$ cat src/rtl/core/sct_pkg.sv
// shared types and constants of the shell command tokenizer
package sct_pkg;

   localparam int LEN_MAX_W = 6;
   localparam int INDEX_W   = 6;
   localparam int COUNT_W   = 7;

   localparam logic [7:0] CH_NUL    = 8'h00;
   localparam logic [7:0] CH_SPACE  = 8'h20;
   localparam logic [7:0] CH_TAB    = 8'h09;
   localparam logic [7:0] CH_CR     = 8'h0D;
   localparam logic [7:0] CH_DASH   = 8'h2D;
   localparam logic [7:0] CH_SQUOTE = 8'h27;
   localparam logic [7:0] CH_DQUOTE = 8'h22;
   localparam logic [7:0] CH_BSLASH = 8'h5C;
   localparam logic [7:0] CH_DOLLAR = 8'h24;
   localparam logic [7:0] CH_BTICK  = 8'h60;

   localparam logic [1:0] TOK_COMMAND = 2'd0;
   localparam logic [1:0] TOK_SHORT   = 2'd1;
   localparam logic [1:0] TOK_LONG    = 2'd2;
   localparam logic [1:0] TOK_WORD    = 2'd3;

   // one queued job: an optional token run, then an optional end report
   typedef struct packed {
      logic                 has_token;
      logic                 bank;
      logic [LEN_MAX_W-1:0] len;
      logic [1:0]           ttype;
      logic [INDEX_W-1:0]   index;
      logic                 has_end;
      logic                 status;
      logic [COUNT_W-1:0]   count;
   } entry_type;

   typedef struct packed {
      logic valid;
      logic bank;
   } release_type;

   typedef struct packed {
      logic [7:0]         char_out;
      logic               char_valid;
      logic [1:0]         token_type;
      logic [INDEX_W-1:0] token_index;
      logic               token_last;
      logic               end_of_command;
      logic               status;
      logic [COUNT_W-1:0] token_count;
      logic               last;
   } result_type;

endpackage

$ cat src/rtl/core/sct_ram.sv
// generic single-write, single-read RAM with registered read data
module sct_ram #(
   parameter int WIDTH = 8,
   parameter int DEPTH = 128
) (
   input  logic                     clock,
   input  logic                     we,
   input  logic [$clog2(DEPTH)-1:0] waddr,
   input  logic [WIDTH-1:0]         wdata,
   input  logic [$clog2(DEPTH)-1:0] raddr,
   output logic [WIDTH-1:0]         rdata_ff
);

   logic [WIDTH-1:0] mem_ff [DEPTH];

   always_ff @(posedge clock) begin
      if (we) begin
         mem_ff[waddr] <= wdata;
      end
      rdata_ff <= mem_ff[raddr];
   end

endmodule

$ cat src/rtl/core/sct_queue.sv
// two-entry job queue between the lexer and the emitter
module sct_queue (
   input  logic               clock,
   input  logic               reset,
   input  logic               push,
   input  sct_pkg::entry_type push_entry,
   input  logic               pop,
   output sct_pkg::entry_type head,
   output logic               full,
   output logic               empty
);
   import sct_pkg::*;

   entry_type  slot_ff [2];
   logic       wptr_ff, wptr_in;
   logic       rptr_ff, rptr_in;
   logic [1:0] cnt_ff, cnt_in;

   always_comb begin
      wptr_in = wptr_ff;
      rptr_in = rptr_ff;
      cnt_in  = cnt_ff;
      if (push) begin
         wptr_in = ~wptr_ff;
      end
      if (pop) begin
         rptr_in = ~rptr_ff;
      end
      if (push && !pop) begin
         cnt_in = cnt_ff + 2'd1;
      end else if (pop && !push) begin
         cnt_in = cnt_ff - 2'd1;
      end
   end

   always_ff @(posedge clock) begin
      if (reset) begin
         wptr_ff <= 1'b0;
         rptr_ff <= 1'b0;
         cnt_ff  <= 2'd0;
      end else begin
         wptr_ff <= wptr_in;
         rptr_ff <= rptr_in;
         cnt_ff  <= cnt_in;
      end
   end

   always_ff @(posedge clock) begin
      if (push) begin
         slot_ff[wptr_ff] <= push_entry;
      end
   end

   assign head  = slot_ff[rptr_ff];
   assign full  = (cnt_ff == 2'd2);
   assign empty = (cnt_ff == 2'd0);

endmodule

$ cat src/rtl/core/sct_front.sv
// lexer: takes command bytes, fills the token buffer, queues token and end jobs
module sct_front #(
   parameter int TOKEN_BYTES = 64,
   parameter int MAX_TOKENS  = 64,
   parameter int LEN_W       = 6
) (
   input  logic                 clock,
   input  logic                 reset,
   input  logic                 req_tvalid,
   output logic                 req_tready,
   input  logic [7:0]           req_tdata,
   input  logic                 q_full,
   output logic                 q_push,
   output sct_pkg::entry_type   q_entry,
   input  sct_pkg::release_type rel,
   output logic                 buf_we,
   output logic [LEN_W:0]       buf_waddr,
   output logic [7:0]           buf_wdata
);
   import sct_pkg::*;

   localparam logic [2:0] M_NORMAL = 3'd0;
   localparam logic [2:0] M_SQUOTE = 3'd1;
   localparam logic [2:0] M_DQUOTE = 3'd2;
   localparam logic [2:0] M_ESCAPE = 3'd3;
   localparam logic [2:0] M_DQESC  = 3'd4;

   localparam logic [LEN_W-1:0] LEN_CAP = LEN_W'(TOKEN_BYTES - 1);

   logic [2:0]         mode_ff, mode_in;
   logic [LEN_W-1:0]   len_ff, len_in;
   logic               inside_ff, inside_in;
   logic               sep_ff, sep_in;
   logic [COUNT_W-1:0] done_ff, done_in;
   logic               ovf_ff, ovf_in;
   logic               wbank_ff, wbank_in;
   logic [1:0]         busy_ff, busy_in;
   logic               d0_ff, d0_in;
   logic               d1_ff, d1_in;
   logic               pend_ff, pend_in;
   logic [7:0]         pend_ch_ff, pend_ch_in;

   logic       accept;
   logic [7:0] c;
   logic       is_blank;
   logic       app_en;
   logic [7:0] app_ch;
   logic       app_do;
   logic       finish;
   logic       end_cmd;
   logic       emit;
   logic       ovf_set;
   logic [1:0] emit_type;

   assign c        = req_tdata;
   assign accept   = req_tvalid && req_tready;
   assign is_blank = (c == CH_SPACE) || ((c >= CH_TAB) && (c <= CH_CR));
   assign req_tready = !reset && !pend_ff && !busy_ff[wbank_ff] && !q_full;

   always_comb begin
      mode_in    = mode_ff;
      len_in     = len_ff;
      inside_in  = inside_ff;
      sep_in     = sep_ff;
      done_in    = done_ff;
      ovf_in     = ovf_ff;
      wbank_in   = wbank_ff;
      busy_in    = busy_ff;
      d0_in      = d0_ff;
      d1_in      = d1_ff;
      pend_in    = 1'b0;
      pend_ch_in = pend_ch_ff;
      app_en     = 1'b0;
      app_ch     = c;
      app_do     = 1'b0;
      finish     = 1'b0;
      end_cmd    = 1'b0;
      emit       = 1'b0;
      ovf_set    = 1'b0;
      emit_type  = TOK_WORD;

      if (pend_ff) begin
         app_en = 1'b1;
         app_ch = pend_ch_ff;
      end else if (accept) begin
         if (ovf_ff) begin
            end_cmd = (c == CH_NUL);
         end else begin
            unique case (mode_ff)
               M_NORMAL: begin
                  if (c == CH_NUL || is_blank) begin
                     finish  = inside_ff;
                     end_cmd = (c == CH_NUL);
                  end else begin
                     inside_in = 1'b1;
                     if (c == CH_SQUOTE) begin
                        mode_in = M_SQUOTE;
                     end else if (c == CH_DQUOTE) begin
                        mode_in = M_DQUOTE;
                     end else if (c == CH_BSLASH) begin
                        mode_in = M_ESCAPE;
                     end else begin
                        app_en = 1'b1;
                     end
                  end
               end
               M_SQUOTE: begin
                  if (c == CH_NUL) begin
                     end_cmd = 1'b1;
                  end else if (c == CH_SQUOTE) begin
                     mode_in = M_NORMAL;
                  end else begin
                     app_en = 1'b1;
                  end
               end
               M_DQUOTE: begin
                  if (c == CH_NUL) begin
                     end_cmd = 1'b1;
                  end else if (c == CH_DQUOTE) begin
                     mode_in = M_NORMAL;
                  end else if (c == CH_BSLASH) begin
                     mode_in = M_DQESC;
                  end else begin
                     app_en = 1'b1;
                  end
               end
               M_ESCAPE: begin
                  if (c == CH_NUL) begin
                     end_cmd = 1'b1;
                  end else begin
                     app_en  = 1'b1;
                     mode_in = M_NORMAL;
                  end
               end
               M_DQESC: begin
                  if (c == CH_NUL) begin
                     end_cmd = 1'b1;
                  end else begin
                     app_en  = 1'b1;
                     mode_in = M_DQUOTE;
                     // backslash is kept: store it now, the byte next cycle
                     if (c != CH_DQUOTE && c != CH_BSLASH && c != CH_DOLLAR &&
                         c != CH_BTICK) begin
                        app_ch     = CH_BSLASH;
                        pend_in    = 1'b1;
                        pend_ch_in = c;
                     end
                  end
               end
               default: begin
                  mode_in = M_NORMAL;
               end
            endcase
         end
      end

      // append with overflow drop
      if (app_en && (len_ff < LEN_CAP)) begin
         app_do = 1'b1;
         len_in = len_ff + LEN_W'(1);
         if (len_ff == '0) begin
            d0_in = (app_ch == CH_DASH);
         end
         if (len_ff == LEN_W'(1)) begin
            d1_in = (app_ch == CH_DASH);
         end
      end

      if (finish) begin
         inside_in = 1'b0;
         len_in    = '0;
         if (done_ff >= COUNT_W'(MAX_TOKENS)) begin
            ovf_set = 1'b1;
            ovf_in  = 1'b1;
         end else if (done_ff == '0) begin
            emit      = 1'b1;
            emit_type = TOK_COMMAND;
         end else if (!sep_ff && (7'(len_ff) == 7'd2) && d0_ff && d1_ff) begin
            // first bare double dash is dropped
            sep_in = 1'b1;
         end else if (!sep_ff && (7'(len_ff) >= 7'd2) && d0_ff) begin
            emit      = 1'b1;
            emit_type = d1_ff ? TOK_LONG : TOK_SHORT;
         end else begin
            emit      = 1'b1;
            emit_type = TOK_WORD;
         end
         if (emit) begin
            done_in  = done_ff + COUNT_W'(1);
            wbank_in = ~wbank_ff;
         end
      end

      if (end_cmd) begin
         mode_in   = M_NORMAL;
         len_in    = '0;
         inside_in = 1'b0;
         sep_in    = 1'b0;
         done_in   = '0;
         ovf_in    = 1'b0;
      end

      if (rel.valid) begin
         busy_in[rel.bank] = 1'b0;
      end
      if (emit) begin
         busy_in[wbank_ff] = 1'b1;
      end
   end

   always_comb begin
      q_push            = emit || end_cmd;
      q_entry.has_token = emit;
      q_entry.bank      = wbank_ff;
      q_entry.len       = LEN_MAX_W'(len_ff);
      q_entry.ttype     = emit_type;
      q_entry.index     = done_ff[INDEX_W-1:0];
      q_entry.has_end   = end_cmd;
      q_entry.status    = ovf_ff || ovf_set;
      q_entry.count     = emit ? (done_ff + COUNT_W'(1)) : done_ff;
   end

   assign buf_we    = app_do;
   assign buf_waddr = {wbank_ff, len_ff};
   assign buf_wdata = app_ch;

   always_ff @(posedge clock) begin
      if (reset) begin
         mode_ff   <= M_NORMAL;
         len_ff    <= '0;
         inside_ff <= 1'b0;
         sep_ff    <= 1'b0;
         done_ff   <= '0;
         ovf_ff    <= 1'b0;
         wbank_ff  <= 1'b0;
         busy_ff   <= 2'b00;
         pend_ff   <= 1'b0;
      end else begin
         mode_ff   <= mode_in;
         len_ff    <= len_in;
         inside_ff <= inside_in;
         sep_ff    <= sep_in;
         done_ff   <= done_in;
         ovf_ff    <= ovf_in;
         wbank_ff  <= wbank_in;
         busy_ff   <= busy_in;
         pend_ff   <= pend_in;
      end
   end

   always_ff @(posedge clock) begin
      d0_ff      <= d0_in;
      d1_ff      <= d1_in;
      pend_ch_ff <= pend_ch_in;
   end

endmodule

$ cat src/rtl/core/sct_back.sv
// emitter: plays queued jobs out of the token buffer into the result register
module sct_back #(
   parameter int LEN_W = 6
) (
   input  logic                 clock,
   input  logic                 reset,
   input  sct_pkg::entry_type   q_head,
   input  logic                 q_empty,
   output logic                 q_pop,
   output logic [LEN_W:0]       buf_raddr,
   input  logic [7:0]           buf_rdata,
   output sct_pkg::release_type rel,
   output logic                 rsp_tvalid,
   input  logic                 rsp_tready,
   output sct_pkg::result_type  rsp_result
);
   import sct_pkg::*;

   localparam logic [2:0] B_IDLE  = 3'd0;
   localparam logic [2:0] B_PRIME = 3'd1;
   localparam logic [2:0] B_CHAR  = 3'd2;
   localparam logic [2:0] B_EMPTY = 3'd3;
   localparam logic [2:0] B_END   = 3'd4;

   logic [2:0]       state_ff, state_in;
   entry_type        ent_ff, ent_in;
   logic [LEN_W-1:0] idx_ff, idx_in;
   logic             valid_ff, valid_in;
   result_type       res_ff, res_in;

   logic             out_free;
   logic             char_load;
   logic             at_last;

   assign out_free  = !valid_ff || rsp_tready;
   assign at_last   = (idx_ff == LEN_W'(ent_ff.len - LEN_MAX_W'(1)));
   assign char_load = (state_ff == B_CHAR) && out_free;
   // read address runs one ahead when a character leaves
   assign buf_raddr = {ent_ff.bank, (char_load ? idx_ff + LEN_W'(1) : idx_ff)};

   always_comb begin
      state_in  = state_ff;
      ent_in    = ent_ff;
      idx_in    = idx_ff;
      valid_in  = valid_ff && !rsp_tready;
      res_in    = res_ff;
      q_pop     = 1'b0;
      rel.valid = 1'b0;
      rel.bank  = ent_ff.bank;

      unique case (state_ff)
         B_IDLE: begin
            if (!q_empty) begin
               q_pop  = 1'b1;
               ent_in = q_head;
               idx_in = '0;
               if (!q_head.has_token) begin
                  state_in = B_END;
               end else if (q_head.len == '0) begin
                  state_in = B_EMPTY;
               end else begin
                  state_in = B_PRIME;
               end
            end
         end
         B_PRIME: begin
            state_in = B_CHAR;
         end
         B_CHAR: begin
            if (out_free) begin
               valid_in              = 1'b1;
               res_in                = '0;
               res_in.char_out       = buf_rdata;
               res_in.char_valid     = 1'b1;
               res_in.token_type     = ent_ff.ttype;
               res_in.token_index    = ent_ff.index;
               res_in.token_last     = at_last;
               res_in.last           = at_last && !ent_ff.has_end;
               idx_in                = idx_ff + LEN_W'(1);
               if (at_last) begin
                  rel.valid = 1'b1;
                  state_in  = ent_ff.has_end ? B_END : B_IDLE;
               end
            end
         end
         B_EMPTY: begin
            if (out_free) begin
               valid_in           = 1'b1;
               res_in             = '0;
               res_in.token_type  = ent_ff.ttype;
               res_in.token_index = ent_ff.index;
               res_in.token_last  = 1'b1;
               res_in.last        = !ent_ff.has_end;
               rel.valid          = 1'b1;
               state_in           = ent_ff.has_end ? B_END : B_IDLE;
            end
         end
         B_END: begin
            if (out_free) begin
               valid_in              = 1'b1;
               res_in                = '0;
               res_in.end_of_command = 1'b1;
               res_in.status         = ent_ff.status;
               res_in.token_count    = ent_ff.count;
               res_in.last           = 1'b1;
               state_in              = B_IDLE;
            end
         end
         default: begin
            state_in = B_IDLE;
         end
      endcase
   end

   always_ff @(posedge clock) begin
      if (reset) begin
         state_ff <= B_IDLE;
         valid_ff <= 1'b0;
      end else begin
         state_ff <= state_in;
         valid_ff <= valid_in;
      end
   end

   always_ff @(posedge clock) begin
      ent_ff <= ent_in;
      idx_ff <= idx_in;
      res_ff <= res_in;
   end

   assign rsp_tvalid = valid_ff;
   assign rsp_result = res_ff;

endmodule

$ cat src/rtl/core/shell_command_tokenizer.sv
// shell command tokenizer: lexer front, job queue, two-bank token buffer, emitter back
// throughput: one byte per cycle into the lexer unless stalled; one beat per cycle within a run
// while the result is taken; each job is popped before it plays and, for a token, the buffer is
// read in a priming state before its first character
// stalls: a buffer bank still being emitted, a full queue, a kept backslash in quotes
// reset: synchronous, clears lexer mode, counters, queue, bank flags and the result valid flag
module shell_command_tokenizer #(
   parameter int TOKEN_BYTES = 64,
   parameter int MAX_TOKENS  = 64
) (
   input  logic        clock,
   input  logic        reset,
   input  logic        req_tvalid,
   output logic        req_tready,
   input  logic [7:0]  req_tdata,   // [7:0] ch
   output logic        rsp_tvalid,
   input  logic        rsp_tready,
   output logic [23:0] rsp_tdata,   // [7:0] char_out, [13:8] token_index, [14] status,
                                    // [21:15] token_count, [22] last, [23] zero
   output logic [3:0]  rsp_tuser,   // [0] char_valid, [2:1] token_type, [3] end_of_command
   output logic        rsp_tlast    // token_last
);
   import sct_pkg::*;

   localparam int LEN_W = $clog2(TOKEN_BYTES);

   logic           q_full;
   logic           q_empty;
   logic           q_push;
   logic           q_pop;
   entry_type      q_entry;
   entry_type      q_head;
   release_type    rel;
   logic           buf_we;
   logic [LEN_W:0] buf_waddr;
   logic [LEN_W:0] buf_raddr;
   logic [7:0]     buf_wdata;
   logic [7:0]     buf_rdata;
   result_type     res;

   sct_front #(
      .TOKEN_BYTES (TOKEN_BYTES),
      .MAX_TOKENS  (MAX_TOKENS),
      .LEN_W       (LEN_W)
   ) u_front (
      .clock      (clock),
      .reset      (reset),
      .req_tvalid (req_tvalid),
      .req_tready (req_tready),
      .req_tdata  (req_tdata),
      .q_full     (q_full),
      .q_push     (q_push),
      .q_entry    (q_entry),
      .rel        (rel),
      .buf_we     (buf_we),
      .buf_waddr  (buf_waddr),
      .buf_wdata  (buf_wdata)
   );

   sct_queue u_queue (
      .clock      (clock),
      .reset      (reset),
      .push       (q_push),
      .push_entry (q_entry),
      .pop        (q_pop),
      .head       (q_head),
      .full       (q_full),
      .empty      (q_empty)
   );

   sct_ram #(
      .WIDTH (8),
      .DEPTH (2 ** (LEN_W + 1))
   ) u_buf (
      .clock    (clock),
      .we       (buf_we),
      .waddr    (buf_waddr),
      .wdata    (buf_wdata),
      .raddr    (buf_raddr),
      .rdata_ff (buf_rdata)
   );

   sct_back #(
      .LEN_W (LEN_W)
   ) u_back (
      .clock      (clock),
      .reset      (reset),
      .q_head     (q_head),
      .q_empty    (q_empty),
      .q_pop      (q_pop),
      .buf_raddr  (buf_raddr),
      .buf_rdata  (buf_rdata),
      .rel        (rel),
      .rsp_tvalid (rsp_tvalid),
      .rsp_tready (rsp_tready),
      .rsp_result (res)
   );

   assign rsp_tdata = {1'b0, res.last, res.token_count, res.status, res.token_index,
                       res.char_out};
   assign rsp_tuser = {res.end_of_command, res.token_type, res.char_valid};
   assign rsp_tlast = res.token_last;

endmodule

$ cat config.mk
export PLATFORM = sky130hd
export DESIGN_NAME = shell_command_tokenizer
export DESIGN_NICKNAME = d
export VERILOG_FILES = /design/src/rtl/core/sct_pkg.sv /design/src/rtl/core/sct_ram.sv /design/src/rtl/core/sct_queue.sv /design/src/rtl/core/sct_front.sv /design/src/rtl/core/sct_back.sv /design/src/rtl/core/shell_command_tokenizer.sv
export SDC_FILE = /design/constraint.sdc
export NUM_CORES = 1
export LEC_CHECK = 0
export ABC_CLOCK_PERIOD_IN_PS = 10000
export BUFFER_PORTS_ARGS = -buffer_cell sky130_fd_sc_hd__buf_2
export CORE_ASPECT_RATIO = 2
export CORE_MARGIN = 2
export CORE_UTILIZATION = 51
export CTS_CLUSTER_DIAMETER = 120
export DETAILED_ROUTE_END_ITERATION = 10
export HOLD_SLACK_MARGIN = 0.02
export PLACE_DENSITY = 0.66
export SLEW_MARGIN = 15
export SYNTH_ARGS = -nofsm -noshare
export SYNTH_HDL_FRONTEND = slang
export SYNTH_SLANG_ARGS = --single-unit
export TNS_END_PERCENT = 20
$ cat constraint.sdc
create_clock -name clock -period 10 [get_ports clock]
set_input_delay 1 -clock clock [delete_from_list [all_inputs] [get_ports clock]]
set_output_delay 1 -clock clock [all_outputs]
set_load 0.05 [all_outputs]
* After elaboration in Yosys (flattened, before gate mapping)
Memory sizes are Yosys's and may differ from the RTL's. A register that Yosys moved wholly into a read port is not among the register bits. Index checks and enable logic that the tools add are counted.
Storage, ports and cells: flip-flop bits (word level) 99, memory bits (writable) 1074, output and inout bits 31, logic and storage cells 262, memories kept 2
Operators by class: add/sub/neg operators 6, order comparisons 9, equality and inequality tests 34, muxes and demuxes 98, bitwise gates (word level) 15, reduce and logical (&&, ||, !) cells 64
Memories:
- u_buf.mem_ff | words 128, bits a word 8, rd ports 1, clocked after Yosys merged registers in 1, write ports 1, line sct_ram.sv:14 | logic [WIDTH-1:0] mem_ff [DEPTH];
- u_queue.slot_ff | words 2, bits a word 25, rd ports 1, clocked after Yosys merged registers in 1, write ports 1, line sct_queue.sv:14 | entry_type slot_ff [2];
Operators with widths (number):
- 28-bit two-way mux | 3
- 28-bit one-hot mux with 3 select lines | 1
- 3-bit two-way mux | 18
- 8-bit two-way mux | 6
- 1-bit two-way mux | 47
- 8-bit by 6-bit equality test with 1-bit output (second input constant) | 4
- 3-bit one-hot mux with 5 select lines | 2
- 2-bit two-way mux | 11
- 1-bit logical AND | 21
- 6-bit two-way mux | 3
- 8-bit by 6-bit inequality test with 1-bit output (second input constant) | 2
- 8-bit by 7-bit inequality test with 1-bit output (second input constant) | 2
- 6-bit by 1-bit adder with 6-bit output (second input constant) | 2
- 3-bit by 2-bit equality test with 1-bit output (second input constant) | 4
- 6-bit zero test | 2
- 2-bit inequality test (second input constant) | 6
- 1-bit NOT | 12
- 6-bit one-hot mux with 2 select lines | 1
- 11-bit AND reduction | 1
- 1-bit zero test | 10
- 2-bit by 1-bit inequality test with 1-bit output (second input constant) | 5
- 2-bit AND reduction | 5
- 5-bit AND reduction | 2
- 8-bit by 7-bit equality test with 1-bit output (second input constant) | 1
- 40 further kinds | 55

* Depth between registers and ports, before layout
depth in word-level cells 16, depth in mapped cells 14, gate-level depth less buffers 13

* Hierarchy
From an unflattened synthesis, not the netlist that was laid out.
Unflattened totals: cells, all modules 2171, area total of the unflattened synthesis 46487.1 sq um
By module, submodules not included:
- sct_ram | instances 1, cells each 1635, area an instance 39670.5 sq um, seq. area each 30909.6 sq um
- sct_back | instances 1, cells each 183, area an instance 2632.5 sq um, seq. area each 1821.7 sq um
- sct_front | instances 1, cells each 251, area an instance 2162.1 sq um, seq. area each 760.7 sq um
- sct_queue | instances 1, cells each 100, area an instance 2010.7 sq um, seq. area each 1601.5 sq um
- shell_command_tokenizer | instances 1, cells each 2, area an instance 11.3 sq um, seq. area each 0.0 sq um

* Worst setup path after synthesis
No wires, ideal clock.
kind input to register, start point input req_tdata[4], end point memory u_buf.mem_ff[0][0] (data pin), setup time 1.206 ns, data arrival time 7.224 ns, data required time 8.794 ns, slack 1.569 ns, cell stages on the path 6, buffers on the path 0, cell sequence or3b_2 -> nor3_1 -> nor3_1 -> nand4_1 -> nand2_1 -> o21ai_0
On the way: longest elaborated chain between the ends 10, elaborated cells on any way between the ends 14, those cells by class eq/ne (4); mux (6); reduce/logical (4)
RTL lines:
- from (decl) | line shell_command_tokenizer.sv:15 | input logic [7:0] req_tdata,
- 8-bit by 6-bit inequality test with 1-bit output or 8-bit by 7-bit inequality test with 1-bit output (tied branches) | line sct_front.sv:142 | if (c != CH_DQUOTE && c != CH_BSLASH && c != CH_DOLLAR &&
- 1-bit logical AND (3 in a row) | line sct_front.sv:142
- 8-bit two-way mux | line sct_front.sv:142
- 8-bit two-way mux * | line sct_front.sv:136 | if (c == CH_NUL) begin
- 8-bit two-way mux * | line sct_front.sv:89 | unique case (mode_ff)
- 8-bit two-way mux * | line sct_front.sv:86 | if (ovf_ff) begin
- 8-bit two-way mux * | line sct_front.sv:85 | end else if (accept) begin
- 8-bit two-way mux * | line sct_front.sv:82 | if (pend_ff) begin
- named net buf_wdata[0] | line shell_command_tokenizer.sv:37 | logic [7:0] buf_wdata;
- to (decl) | line sct_ram.sv:14
Mark *: on every way through the listed nets, which the timed path passes. The rest lies on a longest branch.

* Worst setup path in the final report
start point register u_back.state_ff[2], end point register u_buf.rdata_ff[6] (read register of u_buf.mem_ff)
On the way: longest elaborated chain between the ends 3
RTL lines:
- from (decl) | line sct_back.sv:25 | logic [2:0] state_ff, state_in;
- from (signal assigned) | line sct_back.sv:120 | state_ff <= state_in;
- 3-bit by 2-bit equality test with 1-bit output | line sct_back.sv:37 | assign char_load = (state_ff == B_CHAR) && out_free;
- 1-bit logical AND | line sct_back.sv:37
- 6-bit two-way mux | line sct_back.sv:39 | assign buf_raddr = {ent_ff.bank, (char_load ? idx_ff + LEN_W'(1) : idx_ff)};
- to (decl) | line sct_ram.sv:11 | output logic [WIDTH-1:0] rdata_ff
Every way passes these cells. A chain may end at the register's enable or synchronous reset.

==> results.txt <==
----------------------------------------------------
[Die]
  Effective utilization at floorplan ... 51.3%
  Number of top-level pins ... 43
  Standard cell core area ... 91,300 um2
  Core Rows ... 157
  Die width ... 218 um
  Die height ... 433 um
  Die Area ... 94,500 um2

[Global route]
  Global-route wire length before repair ... 184,000 um
  Gr usage total ... 26.8%
  Initial antenna violation count ... 3
  Vias in the first global route ... 28,100
  Residual overflow from global routing ... 0
  Maximum number of pins on one net before global-route repair ... 173

[Logic synthesis]
  Net count after synthesis ... 3,421
  Flop and latch count out of synthesis ... 1,182
  Distinct cells, synth ... 63
  Synth Instances ... 3,400
  Fraction of the mapped netlist area in compound gates ... 5.84%
  Multiplexer share of the synthesized area ... 3.23%
  Area fraction in and, or, nand and nor cells after synthesis ... 12.9%
  Sequential share of the synthesized area ... 74.9%
  Post-synthesis instance area ... 46,900 um2
  Async SR Flop Fraction ... 0%
  Combinational family with the most area after synthesis ... simple AND/OR/NAND/NOR gates
  Number of enable-type register cells in the synthesized netlist ... 1,142
  Parity-gate share of the synthesized area counting xor and xnor cells ... 0.598%
  Warning count from the yosys run ... 0
  Post-Synthesis Mean Instance Area ... 13.8 um2
  Adder-cell share of the synthesized area ... 0.240%
  Post-synth top flop ... sky130_fd_sc_hd__edfxtp_1

[Clock tree]
  Setup bufs post-CTS ... 0
  Number of gates resized after cts ... 0
  Buffer levels on the longest clock path ... 3
  Insertion delay to the later sink of the worst-skew pair ... 0.69 ns
  Clock Pin Slew Worst Setup and Hold Paths ... 0.07 ns
  Clock sink total ... 1,182
  Total CTS buffers ... 93
  Hold-fix buffer count after cts ... 0
  H-tree level count ... 3
  Cell at the root of the clock tree ... sky130_fd_sc_hd__clkbuf_16
  Clock tree from TritonCTS ... done

[Job]
  Total of max-cap violations ... 0

[Worst hold path]
  End point of the most critical hold path ... u_front.busy_ff[1]$_SDFF_PP0_
  Class of the tightest hold or removal check ... reg -> reg
  Hold Path Stages ... 2
  Start point of the worst hold path ... u_front.busy_ff[1]$_SDFF_PP0_

[Route]
  Count of routing violations after the opening detailed-route iteration ... 2,752
  Drt first pass iters ... 6
  Via count normalized by instance count ... 6.07
  Total number of vias ... 28,200
  Total length of routed wires ... 126,000 um
  WL/cell ... 27.0 um
  Number of nets still failing antenna checks after routing ... 0
  DRC errors left ... 0

[Finish]
  Number of fill cells in the layout ... 7,296
  Area of all placed cells without fillers ... 51,300 um2
  Footprint of the multi-input gates ... 10,900 um2
  Syn-to-layout area delta ... 9.49%
  Fraction of final layout cells with drive strength greater than 1 ... 8.73%
  Utilization after layout ... 56.2%
  Footprint of the flip-flops and latches ... 35,100 um2
  Layout Nets ... 3,402

[Critical path]
  FF-to-FF Start ... u_back.state_ff[2]$_SDFFE_PP0P_
  Worst reg-to-reg path cell count ... 11
  Worst Path Required ... 10.56 ns
  Crit Path Max Fanout ... 87
  Category of the worst setup path launch point ... flip-flop
  Kind of critical path ... reg -> reg
  Critical path arrival ... 6.10 ns
  Terminus of the critical flop-to-flop path ... u_buf.rdata_ff[6]$_DFF_P_
  Setup slack, reg-to-reg ... 4.46 ns
  Critical Path End Type ... flip-flop

[Timing]
  Final worst-path cycle share ... 55.4%
  Clock Skew ... 0.0217 ns
  Worst hold slack ... 0.462 ns
  Final setup violation count ... 0
  Slew of the pin with the lowest slew margin ... 1.40 ns
  Final Slew Violations ... 0
  Remaining max-slew budget at the tightest pin ... 5.85%
  Final critical delay including setup and external delays ... 5.54 ns
  Total negative slack ... 0 ns
  Setup repair after global routing missed its margin ... no
  Final hold violation count ... 0
  Highest clock frequency the design can meet ... 181 MHz

[Placed design]
  Cell Area, Placed ... 48,200 um2
  DP Wirelength ... 77,600 um
  Gpl congestion ... 0.853
  Buffers on Ports ... 41

[Power and ir drop]
  Overall Power ... 13.7 mW
  Maximum resistive drop on vdd ... 0.000251 V
  Power Dens Cells ... 266 nW/um2
  Leak Pwr ... 16.9 nW

[Outcome]
  Result of the run ... finished clean

----------------------------------------------------
[routing by layer]
metal / vias to the layer above / track usage (%) / routed length, um
met2: 1142 / 48.4 / 67400
met1: 14200 / 28.8 / 41600
met3: 301 / 3.34 / 7020
met5: - / 0 / 24
li1: 12600 / - / -
met4: 4 / 18.3 / 9670
[flip-flops by register name, summed over array words and instances (netlist names), 2 cells and up, named ones only]
signal	flops
u_buf.mem_ff	1024
u_front.busy_ff	2
u_back.rsp_result	28
u_queue.slot_ff	50
u_back.state_ff	3
u_buf.rdata_ff	8
u_queue.cnt_ff	2
u_front.pend_ch_ff	8
u_back.idx_ff	6
u_front.mode_ff	3
u_back.ent_ff	23
u_front.done_ff	7
u_front.len_ff	6
[cells in the mapped netlist (13+ instances only)]
cell type                  number  area [um2]
sky130_fd_sc_hd__a31oi_1      101         632
sky130_fd_sc_hd__buf_2        118         591
sky130_fd_sc_hd__nor4_1        19         119
sky130_fd_sc_hd__a41o_1        24         240
sky130_fd_sc_hd__a32oi_1      120        1050
sky130_fd_sc_hd__nand2_1      776        2910
sky130_fd_sc_hd__a21oi_1       65         325
sky130_fd_sc_hd__xnor2_1       19         166
sky130_fd_sc_hd__nor3_1        35         175
sky130_fd_sc_hd__and2_1        14        87.6
sky130_fd_sc_hd__nand3_1      292        1460
sky130_fd_sc_hd__mux2i_1      123        1230
sky130_fd_sc_hd__o21ai_0       45         225
sky130_fd_sc_hd__buf_4         13        97.6
sky130_fd_sc_hd__mux2_2        25         282
sky130_fd_sc_hd__xor2_1        13         114
sky130_fd_sc_hd__and3_1        13        81.3
sky130_fd_sc_hd__edfxtp_1    1142       34300
sky130_fd_sc_hd__inv_1         19        71.3
sky130_fd_sc_hd__clkbuf_1      72         270
sky130_fd_sc_hd__nor2b_1       25         156
sky130_fd_sc_hd__nor2_1       185         694
sky130_fd_sc_hd__dfxtp_1       40         801
sky130_fd_sc_hd__or3_1         13        81.3
[cell usage in the layout (no fill, tap or decap), types with 3 or more instances in the layout]
master                       count
sky130_fd_sc_hd__nand4_1         7
sky130_fd_sc_hd__nand2b_1        9
sky130_fd_sc_hd__and2_1         14
sky130_fd_sc_hd__xor2_1         13
sky130_fd_sc_hd__ha_1            9
sky130_fd_sc_hd__nor2_1        183
sky130_fd_sc_hd__xnor2_1        19
sky130_fd_sc_hd__and3_1         13
sky130_fd_sc_hd__clkbuf_1       25
sky130_fd_sc_hd__clkbuf_16      95
sky130_fd_sc_hd__nand3_1       292
sky130_fd_sc_hd__buf_2          41
sky130_fd_sc_hd__a21oi_1        64
sky130_fd_sc_hd__nor4_1         15
sky130_fd_sc_hd__clkinvlp_4      6
sky130_fd_sc_hd__a32oi_1       120
sky130_fd_sc_hd__nor3_1         34
sky130_fd_sc_hd__edfxtp_1     1142
sky130_fd_sc_hd__clkinv_1        7
sky130_fd_sc_hd__clkinv_2       17
sky130_fd_sc_hd__buf_4          55
sky130_fd_sc_hd__a31oi_1       101
sky130_fd_sc_hd__inv_1          19
sky130_fd_sc_hd__clkbuf_8        6
sky130_fd_sc_hd__o311ai_1        8
sky130_fd_sc_hd__dfxtp_1        40
sky130_fd_sc_hd__a41o_1         24
sky130_fd_sc_hd__nor2b_1        24
sky130_fd_sc_hd__mux2_2         25
sky130_fd_sc_hd__buf_12          3
sky130_fd_sc_hd__nor4_2          4
sky130_fd_sc_hd__nand2_1       774
sky130_fd_sc_hd__o211a_1         4
sky130_fd_sc_hd__bufinv_16      10
sky130_fd_sc_hd__o21ai_0        37
sky130_fd_sc_hd__or2_2           4
sky130_fd_sc_hd__o21ai_4         8
sky130_fd_sc_hd__mux2i_1       123
sky130_fd_sc_hd__or3_1          13
[power breakdown]
| part | leakage (nW) | total, mW | internal [mW] | switching (mW) |
|---|---|---|---|---|
| Sequential | 10.7 | 5.72 | 5.59 | 0.123 |
| Clock | 1.50 | 3.78 | 2.06 | 1.72 |
| Combinational | 4.76 | 4.16 | 1.13 | 3.02 |
[critical path, cell delays in order, from the launching register on]
cell and delay (ns):
sky130_fd_sc_hd__dfxtp_1 0.52, sky130_fd_sc_hd__or3b_1 0.70, sky130_fd_sc_hd__or3_1 0.43, sky130_fd_sc_hd__buf_4 0.26, sky130_fd_sc_hd__nand2_8 0.44, sky130_fd_sc_hd__buf_4 0.80
sky130_fd_sc_hd__buf_4 0.86, sky130_fd_sc_hd__nand2_1 0.15, sky130_fd_sc_hd__a32oi_1 0.26, sky130_fd_sc_hd__a31oi_1 0.12, sky130_fd_sc_hd__or3_1 0.39, sky130_fd_sc_hd__o311ai_1 0.33
[cell families after synthesis]
family,count (synthesis)
and+or+nand+nor,1410
xor gates and xnor gates,32
buffers and inverters,232
AOI/OAI and AO/OA,386
other,1
DFF,1182
adders and majority gates,9
muxes,148
[worst max path at each step]
stage	start	endpoint	slack, ns	cells after the start
6_report	u_back.state_ff[2]$_SDFFE_PP0P_	u_buf.rdata_ff[6]$_DFF_P_	4.46	11
5_1_grt	u_back.state_ff[2]$_SDFFE_PP0P_	u_buf.rdata_ff[6]$_DFF_P_	4.20	11
2_1_floorplan	req_tdata[4]	u_buf.mem_ff[0][0]$_DFFE_PP_	1.57	6
4_1_cts	u_back.state_ff[2]$_SDFFE_PP0P_	u_buf.rdata_ff[6]$_DFF_P_	4.58	11
3_3_place_gp	rsp_tready	u_buf.rdata_ff[1]$_DFF_P_	4.21	12
3_5_place_dp	rsp_tready	u_buf.rdata_ff[6]$_DFF_P_	4.19	13
[layout make-up]
class                   instances  share of cell area [%]
flip-flops and latches       1182                    68.4
multi-input cells            1986                    21.3
clock buffers                 126                    4.98
well taps                    1192                    2.91
repair buffers                 99                    1.32
clock inverters                46                    1.03
inverters                      19                   0.139
diodes                          1                 0.00488
[per-stage QoR]
step	instances	setup slack, ns
6_report	4651	4.46
5_1_grt	4651	4.20
4_1_cts	4650	4.58
3_5_place_dp	4478	4.19
3_3_place_gp	4477	4.21
2_1_floorplan	3400	1.57
(Power assumes the default switching activity.)
